`config.mk`:
```
export PLATFORM = sky130hd
export DESIGN_NAME = ata_isqrt
export DESIGN_NICKNAME = d
export VERILOG_FILES = /design/src/design/ata_pkg.sv /design/src/design/ata_isqrt.sv
export SDC_FILE = /design/constraint.sdc
export NUM_CORES = 2
export LEC_CHECK = 0
export ABC_AREA = 0
export BUFFER_PORTS_ARGS = -buffer_cell sky130_fd_sc_hd__buf_2
export CAP_MARGIN = 40
export CELL_PAD_IN_SITES_DETAIL_PLACEMENT = 1
export CELL_PAD_IN_SITES_GLOBAL_PLACEMENT = 2
export CORE_MARGIN = 1
export CORE_UTILIZATION = 28
export CTS_CLUSTER_DIAMETER = 50
export DETAILED_ROUTE_END_ITERATION = 6
export PLACE_DENSITY_LB_ADDON = 0.1
export SLEW_MARGIN = 20
export SYNTH_ARGS = -nofsm -noshare
export SYNTH_HDL_FRONTEND = slang
export SYNTH_SLANG_ARGS = --single-unit
```
`constraint.sdc`:
```
create_clock -name i_clk -period 3.85 [get_ports i_clk]
set_input_delay 0.77 -clock i_clk [delete_from_list [all_inputs] [get_ports i_clk]]
set_output_delay 0.77 -clock i_clk [all_outputs]
set_load 0.05 [all_outputs]
```
`src/design/ata_pkg.sv`:
```
// Shared types, widths and constants for the accelerometer tilt angle pipeline.
package ata_pkg;

    localparam int AXIS_W    = 16;
    localparam int SUM_W     = 32;
    localparam int SQ_STEPS  = 24;
    localparam int ROOT_W    = 24;
    localparam int REM_W     = 25;
    localparam int CW        = 28;
    localparam int ATAN_W    = 26;
    localparam int TABLE_LEN = 24;
    localparam int TILT_W    = 16;

    localparam logic signed [ATAN_W-1:0] ACC_INIT_NEG_Z = ATAN_W'(5898240);
    localparam logic signed [ATAN_W-1:0] ROUND_HALF     = ATAN_W'(128);
    localparam logic signed [ATAN_W-1:0] TILT_MAX_Q8    = ATAN_W'(46080);

    localparam logic signed [ATAN_W-1:0] ATAN_DEG_Q16 [TABLE_LEN] = '{
        ATAN_W'(2949120), ATAN_W'(1740967), ATAN_W'(919879), ATAN_W'(466945),
        ATAN_W'(234379),  ATAN_W'(117304),  ATAN_W'(58666),  ATAN_W'(29335),
        ATAN_W'(14668),   ATAN_W'(7334),    ATAN_W'(3667),   ATAN_W'(1833),
        ATAN_W'(917),     ATAN_W'(458),     ATAN_W'(229),    ATAN_W'(115),
        ATAN_W'(57),      ATAN_W'(29),      ATAN_W'(14),     ATAN_W'(7),
        ATAN_W'(4),       ATAN_W'(2),       ATAN_W'(1),      ATAN_W'(0)
    };

    typedef struct packed {
        logic                     valid;
        logic                     zero;
        logic signed [AXIS_W-1:0] z;
    } t_tag;

endpackage

```
`src/design/ata_isqrt.sv`:
```
// Pipelined integer square root, one root bit per register stage.
module ata_isqrt
    import ata_pkg::*;
(
    input  logic              i_clk,
    input  logic              i_rst_n,
    input  logic              i_en,
    input  t_tag              i_tag,
    input  logic [SUM_W-1:0]  i_sum,
    output t_tag              o_tag,
    output logic [ROOT_W-1:0] o_root
);

    t_tag              w_tag [0:SQ_STEPS];
    logic [REM_W-1:0]  w_rem [0:SQ_STEPS];
    logic [ROOT_W-1:0] w_q   [0:SQ_STEPS];
    logic [SUM_W-1:0]  w_rad [0:SQ_STEPS];

    assign w_tag[0] = i_tag;
    assign w_rem[0] = '0;
    assign w_q[0]   = '0;
    assign w_rad[0] = i_sum;

    for (genvar k = 0; k < SQ_STEPS; k++) begin : g_step
        t_tag              r_tag;
        logic [REM_W-1:0]  r_rem;
        logic [ROOT_W-1:0] r_q;
        logic [SUM_W-1:0]  r_rad;
        logic [REM_W+1:0]  rem_sh;
        logic [REM_W+1:0]  trial;
        logic              ge;
        logic [REM_W+1:0]  n_rem;

        always_comb begin
            rem_sh = {w_rem[k], w_rad[k][SUM_W-1 -: 2]};
            trial  = {1'b0, w_q[k], 2'b01};
            ge     = (rem_sh >= trial);
            n_rem  = ge ? (rem_sh - trial) : rem_sh;
        end

        always_ff @(posedge i_clk) begin
            if (!i_rst_n) begin
                r_tag <= '0;
            end else if (i_en) begin
                r_tag <= w_tag[k];
            end
            if (i_en) begin
                r_rem <= n_rem[REM_W-1:0];
                r_q   <= {w_q[k][ROOT_W-2:0], ge};
                r_rad <= {w_rad[k][SUM_W-3:0], 2'b00};
            end
        end

        assign w_tag[k+1] = r_tag;
        assign w_rem[k+1] = r_rem;
        assign w_q[k+1]   = r_q;
        assign w_rad[k+1] = r_rad;
    end

    assign o_tag  = w_tag[SQ_STEPS];
    assign o_root = w_q[SQ_STEPS];

endmodule

```
==> results.toml <==
[grt]
antenna_found_initial = 6
first_global_vias = 45900
grt_pass1_wl_um = 264000
grt_remaining_overflow = 0
gr-usage-all-layers_pct = 13.3
grt_max_degree = 118

[clock_network]
clockRootBuffer = "clkbuf_16"
cts_made_buffers = 221
clkSinkCount = 1508
htree_levels = 4
clkSlewWorstSetupHoldPaths_ns = 0.06
post_cts_buffers = 0
clock_path_buffers = 3
cts_tree = "built"
clkLatencyLatePin_ns = 0.85

[placement]
port-buffer-count = 94
postPlaceCellArea_mm2 = 0.0756
gp_congestion = 0.795
dp_hpwl_um = 123000

[setup_path]
crit_path_frequent_cell = "a211oi_1"
path_buf_inv = 1
critical_path_class = "reg -> reg"
endpoint_kind = "flip-flop"
arrival_ns = 4.14
cp-start-kind = "flip-flop"
cp_cell_sequence = "ha_1 > fa_1 > a21o_1 > a211oi_1 > nor2_1 > o41a_1 > a2111oi_0 > buf_4 > o31ai_1 > a211oi_1 > xor2_1"
critical_path.top_delay_family = "compound AO/OA/AOI/OAI gates"
cp_max_fo = 3
critPathSlowestCell = "a2111oi_0"
critPathRequiredTime_ns = 4.42
crit_path_max_incr_delay_ns = 0.65

[layout]
drive_above_1_share_pct = 11.5
layout.nets = 6506
area_growth_pct = 18.6
fin_area_mm2 = 0.0835

[logic_synthesis]
synth_cell_type_count = 95
yosys_warnings = 0
synth-main-ff-cell = "edfxtp_1"
synth_seq_cells = 1508
avgSynthCellArea_um2 = 12.1
seq_area_frac_synth_pct = 58.2
syn_area_mm2 = 0.0704
synth_edf_count = 1076
syn-num-nets = 6209
synth_cells = 5839
ys_async_sr_fraction_pct = 0

[sta]
setup_violations = 0
hold_viol = 0
fin_crit_ns = 3.57
finalClockSkew_ns = 0.0636
rsz0062_at_grt = "false"
slew_headroom_pct = 40.8
fin_setup_tns_ns = 0
fin_crit_sh_pct = 92.8
max_freq_ghz = 0.280
maxSlewViolCount = 0
tightest_slew_ns = 0.866

[run_status]
status = "completed"

[floorplan]
fp.dieH_um = 503
core_mm2 = 0.249
top_level_ports = 95
dieArea_mm2 = 0.253
rows = 183
start_util_pct = 28.2
dieWidth_um = 503

[power_and_ir_drop]
combPwrFrac_pct = 15.0
p_leak_nw = 32.1
sequentialPowerShare_pct = 42.6
power.density_mw_per_mm2 = 577
ir_worst_vdd_mv = 0.396
swShare_pct = 27.4
power.switching_w = 0.0132
internal-power_w = 0.0350
p_clk_share_pct = 42.4

[hold_path]
hold_path.class = "in -> reg"

[routing]
routed_via_density = 4.47
dr_total_vias = 43200
wl_per_cell_um = 17.4
drtIter0Drc = 1788
routed_wl_um = 168000
ant_nets = 0
drc_errors = 0
dr.pass1.iters = 4

[flow_run]
drv_cap = 0
==> cell type report <==
| class | instances | area, um2 |
|---|---|---|
| Inverter | 417 | 1570 |
| Tap cell | 3330 | 4170 |
| Clock inverter | 160 | 1770 |
| Antenna cell | 1 | 2.50 |
| Timing Repair Buffer | 233 | 1900 |
| Multi-Input combinational cell | 3755 | 27200 |
| Sequential cell | 1508 | 41000 |
| Clock buffer | 259 | 5860 |
| Fill cell | 26700 | 166000 |
==> flip-flops by register name, indices dropped and copies added (netlist names) <==
register / cells
g_step.r_rad: 240
g_step.r_q: 276
g_step.r_rem: 536
g_step.r_tag: 414
o_tag: 18
o_root: 24
==> cells in the final DEF, fill, tap and decap left out, types with 87 or more instances in the layout <==
| cell | count |
|---|---|
| inv_1 | 411 |
| buf_2 | 92 |
| ha_1 | 310 |
| mux2i_1 | 443 |
| xnor2_1 | 216 |
| clkbuf_16 | 226 |
| a21o_1 | 87 |
| nor2b_1 | 470 |
| a21oi_1 | 271 |
| nand2_1 | 269 |
| nor3_1 | 124 |
| buf_4 | 94 |
| xor2_1 | 195 |
| dfxtp_1 | 432 |
| nor2_1 | 297 |
| o21ai_0 | 222 |
| edfxtp_1 | 1076 |
==> through the flow <==
step	power (W)	util [%]	setup slack [ns]	std cells	hold WS [ns]
after floorplan	0.0256	-	0.652	5839	0.400
after global placement	0.0282	30.3	0.329	9223	0.400
after detailed placement	0.0282	30.3	0.288	9224	0.405
after CTS	0.0492	33.5	0.169	9661	0.00312
after global routing	0.0507	33.5	0.00795	9663	0.0292
final	0.0482	33.5	0.279	9663	0.0959
==> metal layers <==
metal	global-route usage [%]	vias to the layer above	wire length (um)	share of wire [%]
met3	2.38	252	5130	3.1
met2	23.9	386	85800	51
li1	-	21700	-	-
met4	3.86	0	3980	2.4
met1	15.9	20900	73300	44
met5	0	-	0	0
==> kinds of logic after synthesis <==
| group | after synthesis | share of synthesized area (%) |
|---|---|---|
| AND/OR/NAND/NOR | 1607 | 12.2 |
| flip-flops | 1508 | 58.2 |
| AO/OA/AOI/OAI | 906 | 8.19 |
| buffers and inverters | 576 | 3.13 |
| multiplexers | 513 | 7.43 |
| XOR/XNOR | 411 | 5.12 |
| adder cells (fa/ha/maj) | 317 | 5.71 |
| other | 1 | 0.00533 |
==> worst register-to-register path: stages (launching register included) <==
cell	delay, ns
edfxtp_1	0.38
ha_1	0.25
fa_1	0.42
a21o_1	0.22
a211oi_1	0.24
nor2_1	0.08
o41a_1	0.37
a2111oi_0	0.65
buf_4	0.23
o31ai_1	0.08
a211oi_1	0.29
xor2_1	0.10
==> path summary, 6_finish.rpt <==
check | from | endpoint | slack [ns] | cells past startpoint
worst max register to register | g_step[18].r_rem[0] | g_step[19].r_rem[22] | 0.28 | 11
worst min register to register | g_step[6].r_rad[18] | g_step[7].r_rad[20] | 0.40 | 0
worst max-delay path | g_step[18].r_rem[0] | g_step[19].r_rem[22] | 0.28 | 11
worst min-delay path | i_sum[8] | g_step[0].r_rad[10] | 0.1 | 1
==> synth_stat cells (8+ instances only) <==
library cell     n  area (um2)
a21oi_1        271        1360
a21o_1          87         653
a2111oi_0       15         131
o21ai_0        223        1120
o21bai_1        32         240
nand4_1         44         275
nand2b_1        45         282
nor2b_1        470        2940
nand2_1        269        1010
o211ai_1        22         165
and3_1          32         200
nand3b_1        12        90.1
xor2_1         195        1710
inv_1          411        1540
a31o_2           9        78.8
nor3_1         125         626
edfxtp_1      1076       32300
and2_1          20         125
nor4_1          61         382
buf_2           16        80.1
mux2i_1        443        4430
nor4b_1          8        70.1
xnor2_1        216        1890
ha_1           310        3880
nand3_1         74         370
clkbuf_1        97         364
a211oi_1        34         255
nor2_1         297        1110
o31ai_1         32         240
or3_1           48         300
a31oi_1         25         156
mux2_2          68         766
nand4b_1         8        70.1
buf_1           42         158
dfxtp_1        432        8650
nor3b_1         14         105
or4_1           28         210
or2_2           26         163
o21a_1          61         458
==> what timing repair did <==
item | in CTS | in global routing
hold buffers | 18 | 0
endpoints found under the hold margin | 18 | 0
setup endpoints to repair | 0 | 1
resized for setup | 0 | 1
==> power groups by stage <==
| stage | sequential, W | clock (W) | combinational, W |
|---|---|---|---|
| 2_1_floorplan | 0.0203 | 0 | 0.00524 |
| 6_report | 0.0205 | 0.0204 | 0.00723 |
| 4_1_cts | 0.0206 | 0.0212 | 0.00737 |
| 3_5_place_dp | 0.0209 | 0 | 0.00731 |
| 3_3_place_gp | 0.0209 | 0 | 0.00727 |
| 5_1_grt | 0.0207 | 0.0218 | 0.00815 |
Power figures use the tool's default switching activity.
