==> config.mk <==
export PLATFORM = sky130hd
export DESIGN_NAME = ata_cordic
export DESIGN_NICKNAME = d
export VERILOG_FILES = /design/src/design/ata_pkg.sv /design/src/design/ata_cordic.sv
export SDC_FILE = /design/constraint.sdc
export NUM_CORES = 2
export LEC_CHECK = 0
export BUFFER_PORTS_ARGS = -buffer_cell sky130_fd_sc_hd__buf_4
export CAP_MARGIN = 25
export CORE_ASPECT_RATIO = 0.7
export CORE_MARGIN = 5
export CORE_UTILIZATION = 50
export CTS_CLUSTER_SIZE = 14
export DETAILED_ROUTE_END_ITERATION = 8
export PLACE_DENSITY = 0.65
export RECOVER_POWER = 50
export SLEW_MARGIN = 40
export SYNTH_ARGS = -nofsm -noshare
export SYNTH_HDL_FRONTEND = slang
export SYNTH_SLANG_ARGS = --single-unit
export TNS_END_PERCENT = 5
==> constraint.sdc <==
create_clock -name i_clk -period 5.9 [get_ports i_clk]
set_clock_uncertainty 0.2 [all_clocks]
set_input_delay 1.475 -clock i_clk [delete_from_list [all_inputs] [get_ports i_clk]]
set_output_delay 1.475 -clock i_clk [all_outputs]
set_load 0.02 [all_outputs]
==> src/design/ata_pkg.sv <==
// Shared types, widths and constants for the accelerometer tilt angle pipeline.
package ata_pkg;

    localparam int AXIS_W    = 16;
    localparam int SUM_W     = 32;
    localparam int SQ_STEPS  = 24;
    localparam int ROOT_W    = 24;
    localparam int REM_W     = 25;
    localparam int CW        = 28;
    localparam int ATAN_W    = 26;
    localparam int TABLE_LEN = 24;
    localparam int TILT_W    = 16;

    localparam logic signed [ATAN_W-1:0] ACC_INIT_NEG_Z = ATAN_W'(5898240);
    localparam logic signed [ATAN_W-1:0] ROUND_HALF     = ATAN_W'(128);
    localparam logic signed [ATAN_W-1:0] TILT_MAX_Q8    = ATAN_W'(46080);

    localparam logic signed [ATAN_W-1:0] ATAN_DEG_Q16 [TABLE_LEN] = '{
        ATAN_W'(2949120), ATAN_W'(1740967), ATAN_W'(919879), ATAN_W'(466945),
        ATAN_W'(234379),  ATAN_W'(117304),  ATAN_W'(58666),  ATAN_W'(29335),
        ATAN_W'(14668),   ATAN_W'(7334),    ATAN_W'(3667),   ATAN_W'(1833),
        ATAN_W'(917),     ATAN_W'(458),     ATAN_W'(229),    ATAN_W'(115),
        ATAN_W'(57),      ATAN_W'(29),      ATAN_W'(14),     ATAN_W'(7),
        ATAN_W'(4),       ATAN_W'(2),       ATAN_W'(1),      ATAN_W'(0)
    };

    typedef struct packed {
        logic                     valid;
        logic                     zero;
        logic signed [AXIS_W-1:0] z;
    } t_tag;

endpackage

==> src/design/ata_cordic.sv <==
// Vectoring CORDIC pipeline giving the angle of (z, h) in degrees with 16 fraction bits.
module ata_cordic
    import ata_pkg::*;
#(
    parameter int CORDIC_STAGES = 16
)
(
    input  logic                     i_clk,
    input  logic                     i_rst_n,
    input  logic                     i_en,
    input  t_tag                     i_tag,
    input  logic [ROOT_W-1:0]        i_root,
    output t_tag                     o_tag,
    output logic signed [ATAN_W-1:0] o_acc
);

    localparam int NST = (CORDIC_STAGES < TABLE_LEN) ? CORDIC_STAGES : TABLE_LEN;

    t_tag                     w_tag [0:NST];
    logic signed [CW-1:0]     w_cx  [0:NST];
    logic signed [CW-1:0]     w_cy  [0:NST];
    logic signed [ATAN_W-1:0] w_acc [0:NST];

    t_tag                     r_tag0;
    logic signed [CW-1:0]     r_cx0;
    logic signed [CW-1:0]     r_cy0;
    logic signed [ATAN_W-1:0] r_acc0;
    logic signed [CW-1:0]     z_sc;
    logic signed [CW-1:0]     h_ext;

    assign z_sc  = {{(CW-AXIS_W-8){i_tag.z[AXIS_W-1]}}, i_tag.z, 8'h00};
    assign h_ext = {{(CW-ROOT_W){1'b0}}, i_root};

    always_ff @(posedge i_clk) begin
        if (!i_rst_n) begin
            r_tag0 <= '0;
        end else if (i_en) begin
            r_tag0 <= i_tag;
        end
        if (i_en) begin
            if (!i_tag.z[AXIS_W-1]) begin
                r_cx0  <= z_sc;
                r_cy0  <= h_ext;
                r_acc0 <= '0;
            end else begin
                r_cx0  <= h_ext;
                r_cy0  <= -z_sc;
                r_acc0 <= ACC_INIT_NEG_Z;
            end
        end
    end

    assign w_tag[0] = r_tag0;
    assign w_cx[0]  = r_cx0;
    assign w_cy[0]  = r_cy0;
    assign w_acc[0] = r_acc0;

    for (genvar i = 0; i < NST; i++) begin : g_rot
        t_tag                     r_tag;
        logic signed [CW-1:0]     r_cx;
        logic signed [CW-1:0]     r_cy;
        logic signed [ATAN_W-1:0] r_acc;
        logic signed [CW-1:0]     dx;
        logic signed [CW-1:0]     dy;

        assign dx = w_cy[i] >>> i;
        assign dy = w_cx[i] >>> i;

        always_ff @(posedge i_clk) begin
            if (!i_rst_n) begin
                r_tag <= '0;
            end else if (i_en) begin
                r_tag <= w_tag[i];
            end
            if (i_en) begin
                if (!w_cy[i][CW-1]) begin
                    r_cx  <= w_cx[i] + dx;
                    r_cy  <= w_cy[i] - dy;
                    r_acc <= w_acc[i] + ATAN_DEG_Q16[i];
                end else begin
                    r_cx  <= w_cx[i] - dx;
                    r_cy  <= w_cy[i] + dy;
                    r_acc <= w_acc[i] - ATAN_DEG_Q16[i];
                end
            end
        end

        assign w_tag[i+1] = r_tag;
        assign w_cx[i+1]  = r_cx;
        assign w_cy[i+1]  = r_cy;
        assign w_acc[i+1] = r_acc;
    end

    assign o_tag = w_tag[NST];
    assign o_acc = w_acc[NST];

endmodule

==> impl_metrics.py <==
metrics = {
    "status": {
        "outcome": "complete, but fails checks",
        "violations": "max-capacitance violations, max-slew violations",
    },
    "sta": {
        "setup_violations": 0,
        "tightest_slew_ns": 3.398,
        "min_period_over_period": 0.9000,
        "slew-limit-headroom": -1.266,
        "hold_ws_ns": 0.2103,
        "fin_tns_setup_ns": 0,
        "maxSlewViolCount": 1199,
        "hold_viol_final": 0,
        "fmax_mhz": 188.3,
        "period_needed_ns": 5.310,
        "rsz0062_at_grt": "false",
    },
    "routing": {
        "wl_met2_um": 117600,
        "finalWirelength_um": 286900,
        "drtAntennaViolNets": 0,
        "dr.pass1.iters": 6,
        "topRoutingLayerUsed": "met5",
        "routedWlPerCell_um": 19.36,
        "dr_wl_met3_um": 19920,
        "drc": 0,
        "drt_iter0_drc": 7956,
        "wl_met1_um": 143900,
        "viasPerCell": 5.860,
        "vias": 86840,
    },
    "clocking": {
        "clockBufferDepth": 4,
        "clkSlewWorstSetupHoldPaths_ns": 0.06,
        "cts_resized": 0,
        "clkSinkCount": 1494,
        "cts_root_buf": "clkbuf_16",
        "clkLatencyLatePin_ns": 0.83,
        "postCtsHoldBufs": 0,
        "cts_tree": "done",
        "cts_buffers": 167,
        "cts_setup_buffers": 0,
        "h-tree-depth": 4,
    },
    "floorplanning": {
        "die_h_um": 407.1,
        "fp-row-count": 145,
        "die_x_um": 577.2,
        "io_pins": 89,
        "core_area_um2": 223700,
        "initial_core_util": 0.5034,
        "die_area_um2": 235000,
    },
    "placed_design": {
        "dpl_cell_area_um2": 117000,
        "io_buffers": 87,
        "place_congestion": 0.9343,
        "dp_hpwl_um": 224900,
    },
    "flow_run": {
        "max_cap_viol_count": 18,
    },
    "yosys": {
        "ys_ff_latch": 1494,
        "syn-cell-area_um2": 112600,
        "synth.distinct_cells": 108,
        "synth_ff_type": "edfxtp_1",
        "seq_area_frac_synth": 0.3712,
        "avgSynthCellArea_um2": 9.732,
        "synth_edf_count": 1188,
        "synth-async-reset-ratio": 0,
        "synth_cells": 11570,
        "yosysWarnings": 0,
    },
    "worst_setup_path": {
        "worstPathArrival_ns": 5.87,
        "start_kind": "input pin",
        "cp_max_fo": 93,
        "end_kind": "register",
        "criticalPathCategory": "input pin to register",
        "required_ns": 6.46,
    },
    "finish": {
        "post-route-util": 0.5457,
        "layout_commonest_cell": "ha_1",
        "layout-drive-gt1-share": 0.04770,
        "nNetsFinal": 12980,
        "fill_cells": 19640,
        "area_delta_synth_final_pct": 8.397,
        "layout_common_cells": "1213 x ha_1, 1188 x edfxtp_1, 1055 x a21oi_1",
        "fin_area_um2": 122100,
    },
    "global_routing": {
        "overflow": 0,
        "grt_pass1_wl_um": 457400,
        "grt_pass1_vias": 82330,
        "grt_max_degree": 160,
        "grt_use_total": 0.2384,
        "antenna_found_initial": 14,
    },
    "worst_hold_path": {
        "worst_hold_path_type": "register to register",
    },
}
cells in the mapped netlist, types with 21 or more instances:
library cell | n | share of area
a211o_1 | 48 | 0.0037
a31o_2 | 25 | 0.0019
mux2i_1 | 336 | 0.030
inv_1 | 513 | 0.017
and2_1 | 81 | 0.0045
dfxtp_1 | 306 | 0.054
a21o_1 | 406 | 0.027
nor4_1 | 97 | 0.0054
o211ai_1 | 30 | 0.0020
nor2b_1 | 488 | 0.027
or2_2 | 31 | 0.0017
a31oi_1 | 121 | 0.0067
o41ai_1 | 24 | 0.0019
a21oi_1 | 1055 | 0.047
ha_1 | 1213 | 0.13
nor2_1 | 1039 | 0.035
nand3_1 | 172 | 0.0076
or4_1 | 34 | 0.0023
a2111oi_0 | 24 | 0.0019
o21ai_0 | 485 | 0.022
xnor2_1 | 957 | 0.074
a211oi_1 | 72 | 0.0048
o21ai_1 | 23 | 0.0010
nor3_1 | 319 | 0.014
nand4_1 | 67 | 0.0037
and4_1 | 21 | 0.0016
o31a_1 | 28 | 0.0022
o21bai_1 | 147 | 0.0098
buf_1 | 46 | 0.0015
xor2_1 | 483 | 0.038
and3_1 | 119 | 0.0066
nand2b_1 | 140 | 0.0078
nor3b_1 | 22 | 0.0015
nand2_1 | 491 | 0.016
a221oi_1 | 23 | 0.0018
mux2_2 | 63 | 0.0063
or3_1 | 77 | 0.0043
clkbuf_1 | 184 | 0.0061
fa_1 | 38 | 0.0068
o21a_1 | 162 | 0.011
o31ai_1 | 46 | 0.0031
a21boi_0 | 28 | 0.0019
edfxtp_1 | 1188 | 0.32
per-layer routing:
layer,GRT usage,vias up
met3,0.03886,354
met4,0.04765,2
li1,-,42570
met1,0.3674,41440
met5,0,-
met2,0.3508,2471
through the flow:
| stage | setup slack [ns] | cells |
|---|---|---|
| floorplan | 1.426 | 11580 |
| global placement | 0.8058 | 14520 |
| finish | 0.5901 | 14820 |
| global route | 0.2671 | 14820 |
| CTS | 0.8104 | 14820 |
| detailed placement | 0.8747 | 14520 |
logic make-up (layout without fill, tap and decap cells):
| kind of cell | count (synthesis) | in the layout | synth area share |
|---|---|---|---|
| compound gates | 2970 | 2970 | 0.1692 |
| xor+xnor | 1440 | 1440 | 0.1120 |
| fa+ha+maj | 1251 | 1251 | 0.1415 |
| buf+inv | 755 | 982 | 0.02545 |
| flops | 1494 | 1494 | 0.3712 |
| mux | 399 | 399 | 0.03616 |
| other cells | 1 | 8 | 0.00003330 |
| simple gates | 3262 | 3262 | 0.1445 |
flip-flops by register name, summed over array words and instances, names as in the netlist:
register     flops
g_rot.dx        28
g_rot.dy        24
g_rot.r_cx     378
g_rot.r_cy     392
r_tag0          18
r_acc0           1
g_rot.r_acc    340
g_rot.r_tag    270
o_tag           18
o_acc           25
critical path: stages:
cell      delay (ns)
clkbuf_2        1.45
clkbuf_2        2.12
mux2i_1         0.31
nor2b_1         0.21
path summary, 6_finish.rpt:
path,startpoint,end,slack (ns),cells past startpoint
hold / removal,g_rot[4].r_acc[1],g_rot[5].r_acc[1],0.21,0
setup reg to reg,g_rot[6].r_cy[27],g_rot[7].r_acc[24],0.66,13
hold reg to reg,g_rot[4].r_acc[1],g_rot[5].r_acc[1],0.21,0
setup / recovery,i_en,g_rot[5].r_tag[3],0.59,4
area by class of cell:
cell class              instances  area (um^2)  area share
diodes                          3        7.507  0.00006150
clock buffers                 213         4548     0.03726
clock inverters                80        740.7    0.006068
inverters                     515         1933     0.01584
multi-input cells            9327        68060      0.5575
flip-flops and latches       1494        41800      0.3424
well taps                    3013         3770     0.03088
repair buffers                174         1217    0.009973
Power is not shown: default switching activity piles up to over one toggle a cycle in this logic, so the estimate is an artifact.
